===== src/rtl/spr_pkg.sv =====
// ----------------------------------------------------------------------------
// spr_pkg: shared definitions for the game pad serial reader
// Holds field widths, phase codes, register indexes, button bit positions
// and the reset values of the configuration registers.
// ----------------------------------------------------------------------------
package spr_pkg;

	// Sequence sizes.
	localparam int CLOCK_PULSES = 16;
	localparam int PAD_BUTTONS  = 12;

	// Field widths.
	localparam int TICK_W    = 8;
	localparam int BIT_IDX_W = 5;
	localparam int BUTTONS_W = 15;
	localparam int CFG_IDX_W = 3;
	localparam int CFG_DAT_W = 8;

	// Sequencer phase codes.
	localparam logic [2:0] PH_IDLE  = 3'd0;
	localparam logic [2:0] PH_LATCH = 3'd1;
	localparam logic [2:0] PH_WAIT  = 3'd2;
	localparam logic [2:0] PH_HIGH  = 3'd3;
	localparam logic [2:0] PH_LOW   = 3'd4;

	// Configuration register indexes.
	localparam logic [CFG_IDX_W-1:0] REG_LATCH_TICKS     = 3'd0;
	localparam logic [CFG_IDX_W-1:0] REG_HALF_TICKS      = 3'd1;
	localparam logic [CFG_IDX_W-1:0] REG_VOL_DOWN_FROM_L = 3'd2;
	localparam logic [CFG_IDX_W-1:0] REG_VOL_UP_FROM_R   = 3'd3;
	localparam logic [CFG_IDX_W-1:0] REG_HOME_FROM_COMBO = 3'd4;

	// Configuration reset values.
	localparam logic [TICK_W-1:0] LATCH_TICKS_RST = 8'd12;
	localparam logic [TICK_W-1:0] HALF_TICKS_RST  = 8'd6;

	// Button bit positions in the result word.
	localparam int BIT_SEL   = 2;
	localparam int BIT_START = 3;
	localparam int BIT_L     = 10;
	localparam int BIT_R     = 11;
	localparam int BIT_VDOWN = 12;
	localparam int BIT_VUP   = 13;
	localparam int BIT_HOME  = 14;

endpackage


===== src/rtl/spr_in_if.sv =====
// ----------------------------------------------------------------------------
// spr_in_if: tick input channel
// Carries one timing tick with the start request, data line level and
// auxiliary button bits.
// ----------------------------------------------------------------------------
interface spr_in_if;
	logic                            valid;
	logic                            ready;
	logic                            start_req;
	logic                            data_pin;
	logic [spr_pkg::BUTTONS_W-1:0]   aux_buttons;

	modport source (output valid, output start_req, output data_pin, output aux_buttons,
		input ready);
	modport sink (input valid, input start_req, input data_pin, input aux_buttons,
		output ready);
endinterface


===== src/rtl/spr_out_if.sv =====
// ----------------------------------------------------------------------------
// spr_out_if: result output channel
// Carries the pad line levels, status flags and button word of one tick.
// ----------------------------------------------------------------------------
interface spr_out_if;
	logic                            valid;
	logic                            ready;
	logic                            clk_pin;
	logic                            latch_pin;
	logic                            busy_res;
	logic                            done_res;
	logic [spr_pkg::BUTTONS_W-1:0]   buttons;

	modport source (output valid, output clk_pin, output latch_pin, output busy_res,
		output done_res, output buttons, input ready);
	modport sink (input valid, input clk_pin, input latch_pin, input busy_res,
		input done_res, input buttons, output ready);
endinterface


===== src/rtl/spr_cfg_if.sv =====
// ----------------------------------------------------------------------------
// spr_cfg_if: configuration write channel
// Carries a register index and the data to write into it.
// ----------------------------------------------------------------------------
interface spr_cfg_if;
	logic                            valid;
	logic                            ready;
	logic [spr_pkg::CFG_IDX_W-1:0]   index;
	logic [spr_pkg::CFG_DAT_W-1:0]   data;

	modport source (output valid, output index, output data, input ready);
	modport sink (input valid, input index, input data, output ready);
endinterface


===== src/rtl/snes_pad_serial_reader_unit.sv =====
// ----------------------------------------------------------------------------
// snes_pad_serial_reader_unit: game pad poller over a latch/clock/data link
// Each accepted tick advances the poll sequencer by one step; the result of
// that tick is registered in the output register.
// ----------------------------------------------------------------------------
// The result of a tick is valid the cycle after the tick is accepted.
// Throughput: one tick per cycle while results are taken; the sequencer state updates in a single
// step and the output register frees as its result is taken.
// Reset: sequencer idle with both pad lines low, registers at their defaults,
// output register empty.
module snes_pad_serial_reader_unit (
	input  logic      clk,
	input  logic      arst_n,
	spr_in_if.sink    tick_in,
	spr_out_if.source res_out,
	spr_cfg_if.sink   cfg
);

	// Configuration registers.
	logic [spr_pkg::TICK_W-1:0]    latch_ticks_q;
	logic [spr_pkg::TICK_W-1:0]    half_ticks_q;
	logic                          vol_down_from_l_q;
	logic                          vol_up_from_r_q;
	logic                          home_from_combo_q;

	// Sequencer state.
	logic [2:0]                    phase_q;
	logic [spr_pkg::TICK_W-1:0]    tick_q;
	logic [spr_pkg::BIT_IDX_W-1:0] bit_q;
	logic [spr_pkg::PAD_BUTTONS-1:0] pressed_q;
	logic                          clk_lvl_q;
	logic                          latch_lvl_q;

	// Next-state values.
	logic [2:0]                    phase_n;
	logic [spr_pkg::TICK_W-1:0]    tick_n;
	logic [spr_pkg::BIT_IDX_W-1:0] bit_n;
	logic [spr_pkg::PAD_BUTTONS-1:0] pressed_n;
	logic                          clk_lvl_n;
	logic                          latch_lvl_n;
	logic                          done_n;
	logic [spr_pkg::BUTTONS_W-1:0] buttons_n;

	logic                          expired;
	logic                          sample_now;
	logic [spr_pkg::BIT_IDX_W-1:0] bit_inc;
	logic [spr_pkg::BUTTONS_W-1:0] fin;

	// Output register.
	logic                          out_valid_q;
	logic                          clk_pin_q;
	logic                          latch_pin_q;
	logic                          busy_q;
	logic                          done_q;
	logic [spr_pkg::BUTTONS_W-1:0] buttons_q;

	logic                          tick_acc;

	// Configuration writes are always taken.
	assign cfg.ready = 1'b1;

	always_ff @(posedge clk or negedge arst_n) begin
		if (!arst_n) begin
			latch_ticks_q     <= spr_pkg::LATCH_TICKS_RST;
			half_ticks_q      <= spr_pkg::HALF_TICKS_RST;
			vol_down_from_l_q <= 1'b1;
			vol_up_from_r_q   <= 1'b1;
			home_from_combo_q <= 1'b1;
		end else if (cfg.valid) begin
			unique case (cfg.index)
				spr_pkg::REG_LATCH_TICKS:     latch_ticks_q     <= cfg.data;
				spr_pkg::REG_HALF_TICKS:      half_ticks_q      <= cfg.data;
				spr_pkg::REG_VOL_DOWN_FROM_L: vol_down_from_l_q <= cfg.data[0];
				spr_pkg::REG_VOL_UP_FROM_R:   vol_up_from_r_q   <= cfg.data[0];
				spr_pkg::REG_HOME_FROM_COMBO: home_from_combo_q <= cfg.data[0];
				default: ;
			endcase
		end
	end

	// A tick is taken whenever the output register is empty or being drained.
	assign tick_in.ready = !out_valid_q || res_out.ready;
	assign tick_acc      = tick_in.valid && tick_in.ready;

	// A phase ends on the tick its counter is at one or zero.
	assign expired = (tick_q <= spr_pkg::TICK_W'(1));
	assign bit_inc = bit_q + spr_pkg::BIT_IDX_W'(1);

	// Completion word: remaps in fixed order, then the auxiliary bits.
	always_comb begin
		fin = spr_pkg::BUTTONS_W'(pressed_q);
		if (vol_down_from_l_q && fin[spr_pkg::BIT_L]) begin
			fin[spr_pkg::BIT_VDOWN] = 1'b1;
			fin[spr_pkg::BIT_L]     = 1'b0;
		end
		if (vol_up_from_r_q && fin[spr_pkg::BIT_R]) begin
			fin[spr_pkg::BIT_VUP] = 1'b1;
			fin[spr_pkg::BIT_R]   = 1'b0;
		end
		if (home_from_combo_q && fin[spr_pkg::BIT_SEL] && fin[spr_pkg::BIT_START]) begin
			fin[spr_pkg::BIT_SEL]   = 1'b0;
			fin[spr_pkg::BIT_START] = 1'b0;
			fin[spr_pkg::BIT_HOME]  = 1'b1;
		end
		fin = fin | tick_in.aux_buttons;
	end

	// One sequencer step per tick.
	always_comb begin
		phase_n     = phase_q;
		tick_n      = tick_q;
		bit_n       = bit_q;
		pressed_n   = pressed_q;
		clk_lvl_n   = clk_lvl_q;
		latch_lvl_n = latch_lvl_q;
		done_n      = 1'b0;
		buttons_n   = '0;
		sample_now  = 1'b0;

		if (!expired && phase_q != spr_pkg::PH_IDLE) begin
			tick_n = tick_q - spr_pkg::TICK_W'(1);
		end

		unique case (phase_q)
			spr_pkg::PH_IDLE: begin
				if (tick_in.start_req) begin
					clk_lvl_n   = 1'b0;
					latch_lvl_n = 1'b1;
					pressed_n   = '0;
					bit_n       = '0;
					tick_n      = latch_ticks_q;
					phase_n     = spr_pkg::PH_LATCH;
				end
			end
			spr_pkg::PH_LATCH: begin
				if (expired) begin
					latch_lvl_n = 1'b0;
					tick_n      = half_ticks_q;
					phase_n     = spr_pkg::PH_WAIT;
				end
			end
			spr_pkg::PH_WAIT: begin
				if (expired) begin
					sample_now = 1'b1;
				end
			end
			spr_pkg::PH_HIGH: begin
				if (expired) begin
					clk_lvl_n = 1'b0;
					tick_n    = half_ticks_q;
					phase_n   = spr_pkg::PH_LOW;
				end
			end
			spr_pkg::PH_LOW: begin
				if (expired) begin
					bit_n = bit_inc;
					if (bit_inc >= spr_pkg::BIT_IDX_W'(spr_pkg::CLOCK_PULSES)) begin
						buttons_n   = fin;
						done_n      = 1'b1;
						phase_n     = spr_pkg::PH_IDLE;
						tick_n      = '0;
						bit_n       = '0;
						clk_lvl_n   = 1'b0;
						latch_lvl_n = 1'b0;
					end else begin
						sample_now = 1'b1;
					end
				end
			end
			default: begin
				phase_n     = spr_pkg::PH_IDLE;
				tick_n      = '0;
				clk_lvl_n   = 1'b0;
				latch_lvl_n = 1'b0;
			end
		endcase

		// Rising clock edge: sample the data line, low means pressed.
		if (sample_now) begin
			if (bit_n < spr_pkg::BIT_IDX_W'(spr_pkg::PAD_BUTTONS) && !tick_in.data_pin) begin
				pressed_n = pressed_n | (spr_pkg::PAD_BUTTONS'(1) << bit_n[3:0]);
			end
			clk_lvl_n = 1'b1;
			phase_n   = spr_pkg::PH_HIGH;
			tick_n    = half_ticks_q;
		end
	end

	// Sequencer state registers.
	always_ff @(posedge clk or negedge arst_n) begin
		if (!arst_n) begin
			phase_q     <= spr_pkg::PH_IDLE;
			tick_q      <= '0;
			bit_q       <= '0;
			pressed_q   <= '0;
			clk_lvl_q   <= 1'b0;
			latch_lvl_q <= 1'b0;
		end else if (tick_acc) begin
			phase_q     <= phase_n;
			tick_q      <= tick_n;
			bit_q       <= bit_n;
			pressed_q   <= pressed_n;
			clk_lvl_q   <= clk_lvl_n;
			latch_lvl_q <= latch_lvl_n;
		end
	end

	// Output valid flag.
	always_ff @(posedge clk or negedge arst_n) begin
		if (!arst_n) begin
			out_valid_q <= 1'b0;
		end else if (tick_acc) begin
			out_valid_q <= 1'b1;
		end else if (res_out.ready) begin
			out_valid_q <= 1'b0;
		end
	end

	// Output payload, loaded with each accepted tick.
	always_ff @(posedge clk) begin
		if (tick_acc) begin
			clk_pin_q   <= clk_lvl_n;
			latch_pin_q <= latch_lvl_n;
			busy_q      <= (phase_n != spr_pkg::PH_IDLE);
			done_q      <= done_n;
			buttons_q   <= buttons_n;
		end
	end

	assign res_out.valid     = out_valid_q;
	assign res_out.clk_pin   = clk_pin_q;
	assign res_out.latch_pin = latch_pin_q;
	assign res_out.busy_res  = busy_q;
	assign res_out.done_res  = done_q;
	assign res_out.buttons   = buttons_q;

endmodule


===== src/flat_wrapper.sv =====
// flat-port wrapper written by rule: the top's interface ports become plain ports
module snes_pad_serial_reader_unit_flat 
  (clk, arst_n, tick_in_valid, tick_in_start_req, tick_in_data_pin, tick_in_aux_buttons, tick_in_ready, res_out_valid, res_out_clk_pin, res_out_latch_pin, res_out_busy_res, res_out_done_res, res_out_buttons, res_out_ready, cfg_valid, cfg_index, cfg_data, cfg_ready);
  spr_in_if tick_in_i ();
  spr_out_if res_out_i ();
  spr_cfg_if cfg_i ();
  input  logic clk;
  input  logic arst_n;
  input wire logic [$bits(tick_in_i.valid)-1:0] tick_in_valid;
  input wire logic [$bits(tick_in_i.start_req)-1:0] tick_in_start_req;
  input wire logic [$bits(tick_in_i.data_pin)-1:0] tick_in_data_pin;
  input wire logic [$bits(tick_in_i.aux_buttons)-1:0] tick_in_aux_buttons;
  output wire logic [$bits(tick_in_i.ready)-1:0] tick_in_ready;
  output wire logic [$bits(res_out_i.valid)-1:0] res_out_valid;
  output wire logic [$bits(res_out_i.clk_pin)-1:0] res_out_clk_pin;
  output wire logic [$bits(res_out_i.latch_pin)-1:0] res_out_latch_pin;
  output wire logic [$bits(res_out_i.busy_res)-1:0] res_out_busy_res;
  output wire logic [$bits(res_out_i.done_res)-1:0] res_out_done_res;
  output wire logic [$bits(res_out_i.buttons)-1:0] res_out_buttons;
  input wire logic [$bits(res_out_i.ready)-1:0] res_out_ready;
  input wire logic [$bits(cfg_i.valid)-1:0] cfg_valid;
  input wire logic [$bits(cfg_i.index)-1:0] cfg_index;
  input wire logic [$bits(cfg_i.data)-1:0] cfg_data;
  output wire logic [$bits(cfg_i.ready)-1:0] cfg_ready;
  assign tick_in_i.valid = tick_in_valid;
  assign tick_in_i.start_req = tick_in_start_req;
  assign tick_in_i.data_pin = tick_in_data_pin;
  assign tick_in_i.aux_buttons = tick_in_aux_buttons;
  assign tick_in_ready = tick_in_i.ready;
  assign res_out_valid = res_out_i.valid;
  assign res_out_clk_pin = res_out_i.clk_pin;
  assign res_out_latch_pin = res_out_i.latch_pin;
  assign res_out_busy_res = res_out_i.busy_res;
  assign res_out_done_res = res_out_i.done_res;
  assign res_out_buttons = res_out_i.buttons;
  assign res_out_i.ready = res_out_ready;
  assign cfg_i.valid = cfg_valid;
  assign cfg_i.index = cfg_index;
  assign cfg_i.data = cfg_data;
  assign cfg_ready = cfg_i.ready;
  snes_pad_serial_reader_unit u_core (.clk(clk), .arst_n(arst_n), .tick_in(tick_in_i), .res_out(res_out_i), .cfg(cfg_i));
endmodule

===== config.mk =====
export PLATFORM = sky130hd
export DESIGN_NAME = snes_pad_serial_reader_unit_flat
export DESIGN_NICKNAME = d
export VERILOG_FILES = /design/src/rtl/spr_pkg.sv /design/src/rtl/spr_in_if.sv /design/src/rtl/spr_out_if.sv /design/src/rtl/spr_cfg_if.sv /design/src/rtl/snes_pad_serial_reader_unit.sv /design/src/flat_wrapper.sv
export SDC_FILE = /design/constraint.sdc
export NUM_CORES = 1
export LEC_CHECK = 0
export ABC_AREA = 0
export BUFFER_PORTS_ARGS = -buffer_cell sky130_fd_sc_hd__buf_2
export CAP_MARGIN = 40
export CORE_MARGIN = 10
export CORE_UTILIZATION = 25
export DETAILED_ROUTE_END_ITERATION = 6
export GPL_ROUTABILITY_DRIVEN = 0
export PLACE_DENSITY = 0.48
export RECOVER_POWER = 50
export SYNTH_ARGS = -nofsm -noshare
export SYNTH_HDL_FRONTEND = slang
export SYNTH_SLANG_ARGS = --single-unit

===== constraint.sdc =====
create_clock -name clk -period 4.1 [get_ports clk]
set_input_delay 1.23 -clock clk [delete_from_list [all_inputs] [get_ports clk]]
set_output_delay 1.23 -clock clk [all_outputs]
set_load 0.01 [all_outputs]

==> impl_summary.txt <==
----------------------------------------------------
[Outcome]
  Run status ... completed

[Clock tree]
  TritonCTS Buffers ... 9
  Clock input transition at the sequential cells of the worst setup and hold paths ... about 60 ps
  Number of buffers inserted by hold repair at cts ... 0
  Setup bufs post-CTS ... 0
  Clock Latency Late Sink ... 340 ps
  Count of cells resized by post-cts repair ... 0
  TritonCTS clock tree ... yes
  Total clock sinks ... 69
  Number of buffers on the longest clock path ... 2
  Number of H-tree branching levels ... 3
  Root buffer cell ... clkbuf_16

[Run]
  Max-cap viol count ... 0

[STA]
  PnR worst setup slack ... 1098 ps
  Peak clock frequency supported by timing ... around 330 MHz
  Skew final ... 6.016 ps
  Max-slew headroom ... 0.09297
  Final cycle utilization of the critical path ... 0.7322
  Period minus WS final ... 3002 ps
  Setup-violating endpoint count in the final report ... 0
  Setup TNS ... 0 ps
  Max-slew violation count ... 0
  Slew of the pin with the lowest slew margin ... 1361 ps
  Final hold vios ... 0
  Setup repair after global routing missed its margin ... false

[Global routing]
  First-pass GRT wire length ... 15020 µm
  Antenna violations before repair ... 0
  Final global-route overflow total ... 0
  Overall routing resource usage ... 0.09514
  Via count of the first global-routing pass ... 2842
  Pin count of the biggest net entering global routing ... 26

[Synth]
  Warnings from Yosys ... 0
  Fraction of synthesis flops using an asynchronous set or reset pin ... 0.7246
  Count of state elements after synthesis ... 69
  Post-synth top area cell ... dfrtp_1
  Syn Area/Cell ... 10.39 µm²
  Leading post-synthesis cells by cell area ... dfrtp_1 (31%), edfxtp_1 (16%), mux2_2 (6.1%), dfstp_2 (5.2%), nor2_1 (4.9%)
  Cells after Synth ... 339
  Proportion of synthesized chip area in sequential cells ... 0.5197
  Area of the mapped netlist ... around 3500 µm²
  Cell variety after synth ... 64
  Number of synthesized flops with an enable pin ... 19
  Number of nets in the synthesized netlist ... about 380
  Yosys top cell area share ... 0.3055
  Top_reg_cell synth ... dfrtp_1

[Worst hold path]
  Path class of the lowest-slack min-delay path ... register to register
  Hold Path Depth ... 1
  Start point of the worst min-delay path ... u_core.pressed_q[6]
  Destination of the worst hold path ... u_core.pressed_q[6]

[Route]
  Count of routing violations after the opening detailed-route iteration ... 176
  Remaining DRCs ... 0
  Via count ... approximately 2800
  Number of routed nets with antenna violations ... 0
  First-pass detailed-route iteration total ... 4
  Routed length per placed instance ... 15.79 µm
  Overall routed net length ... 9097 µm
  Routed vias/inst ... 4.913

[Critical path]
  Cell repeated most along the worst path ... clkbuf_1
  Worst Setup Path Type ... primary input to asynchronous set/reset pin
  CP startpoint kind ... primary input
  Count of cells along the worst register-to-register path ... 8
  Kind of end point of the critical path ... asynchronous set/reset pin
  Worst path arrival time ... 3460 ps
  Register-to-Register Setup Slack ... 1120 ps
  FF-to-FF Start ... u_core.tick_q[0]
  Worst EP required ... 4560 ps
  Total buffers and inverters traversed by the critical path ... 3
  Ordered cell list for the critical path ... clkbuf_1 -> clkbuf_1 -> clkbuf_1
  Largest delay contributor family on the critical path ... buffers and inverters
  Capture instance of the worst register-to-register path ... u_core.pressed_q[1]
  Highest fanout seen on the critical path ... 25
  Critical-path top delay cell ... clkbuf_1
  Slowest cell delay on critical path ... 1010 ps

[Layout]
  Fill cell total of the finished layout ... 1438
  Top library cells by usage in the layout, fill and taps aside ... nor2_1 (46), dfrtp_1 (43), buf_2 (32)
  Combined area of the multi-input logic cells ... 1580 µm²
  Relative area change from synthesis to final layout ... 20.21%
  Most common library cell in the layout ignoring fill and taps ... nor2_1
  Register area ... 1831 µm²
  Fin util ... 0.3062
  Number of standard cells in the final layout excluding fillers ... 576
  Finished layout cell area ... 4234 µm²
  Number of nets in the layout ... 427
  Share of cells above drive strength 1 ... 0.2222
  Number of diodes added for antenna fixing ... 0

[Place]
  Post-detailed-placement half-perimeter wirelength ... 6749 µm
  Total placed cells including tap cells ... 560
  Post-Place Worst Slack ... just over 1000 ps
  Dpl cell area ... 3988 µm²
  Number of buffers inserted by port buffering ... 53

[Floorplanning]
  Row Count ... 43
  Die Wd ... 138.7 µm
  Number of ports placed on the die boundary ... 55
  Area of the core ... 13830 µm²
  Die span in y ... 138.7 µm
  Area of the die ... 19240 µm²
  Initial core utilization ... 0.2547

[Power]
  LEAKAGE ... 1.663 nW
  Peak ir drop on the vdd network ... 0.2165 mV
  PD cells ... between 500 and 600 nW/µm²

----------------------------------------------------
[worst max path at each step]
| stage | start | endpoint | depth (start not counted) |
|---|---|---|---|
| floorplan | res_out_ready | u_core.phase_q[1] | 7 |
| global placement | res_out_ready | u_core.pressed_q[6] | 6 |
| detailed placement | res_out_ready | u_core.pressed_q[1] | 6 |
| CTS | res_out_ready | tick_in_ready | 3 |
| global route | arst_n | u_core.tick_q[3] | 2 |
| finish | arst_n | u_core.vol_up_from_r_q | 3 |
[registers in the layout (all words and copies together), names as in the netlist, 3 cells and up]
name,count
u_core.pressed_q,12
u_core.res_out.buttons,15
u_core.tick_q,8
u_core.bit_q,5
u_core.latch_ticks_q,8
u_core.half_ticks_q,8
u_core.phase_q,3
[synthesized netlist by cell type (all sizes together), types with 2 or more instances]
library cell,instances
inv,8
a22oi,4
nand4,4
a21oi,20
nor2,46
nor2b,3
nor4b,2
o22ai,2
dfstp,7
o21ai,21
nor3,4
and3,3
dfrtp,43
a32oi,2
ha,3
a211oi,2
nand2,29
o31ai,2
a221oi,2
and2,4
o211a,2
buf,3
or4,3
mux2,19
or2,4
nand2b,4
nor4,4
xnor2,5
edfxtp,19
a32o,12
clkbuf,14
a31oi,5
o211ai,5
nand3,10
[layer usage]
layer / wire length (µm) / up-vias / GRT usage
met3: 551 / 10 / 0.03288
met2: 4540 / 63 / 0.1632
met4: 134 / 0 / 0.03679
met1: 3870 / 1396 / 0.1060
met5: 0 / - / 0
li1: - / 1361 / -
[cell type report]
cell class	count	area share
tap	180	0.05319
clock buffer	9	0.05319
timing repair buffer	58	0.06265
clock inverter	7	0.01743
multi-input combinational	244	0.3732
sequential	69	0.4323
inverter	9	0.007979
[through the flow]
| step | power (mW) | hold slack [ps] |
|---|---|---|
| 6_report | 2.417 | 495.3 |
| 5_1_grt | 2.569 | 510.2 |
| 4_1_cts | 2.449 | 503.0 |
| 3_5_place_dp | 1.650 | 489.6 |
| 3_3_place_gp | 1.637 | 487.7 |
| 2_1_floorplan | 1.459 | 462.9 |
[report_power, final]
group,total [mW],internal (mW),switching [mW]
clock,0.785,0.474,0.312
sequential,0.996,0.844,0.152
combinational,0.636,0.280,0.356
total,2.42,1.60,0.819
[logic make-up after synthesis]
family | after synthesis | synth area share
other | 1 | 0.001065
XOR/XNOR | 6 | 0.01705
buffers and inverters | 26 | 0.03019
multiplexers | 19 | 0.06075
AND/OR/NAND/NOR | 124 | 0.1762
adder cells (fa/ha/maj) | 3 | 0.01066
AO/OA/AOI/OAI | 91 | 0.1844
flip-flops | 69 | 0.5197
(Power assumes the default switching activity.)
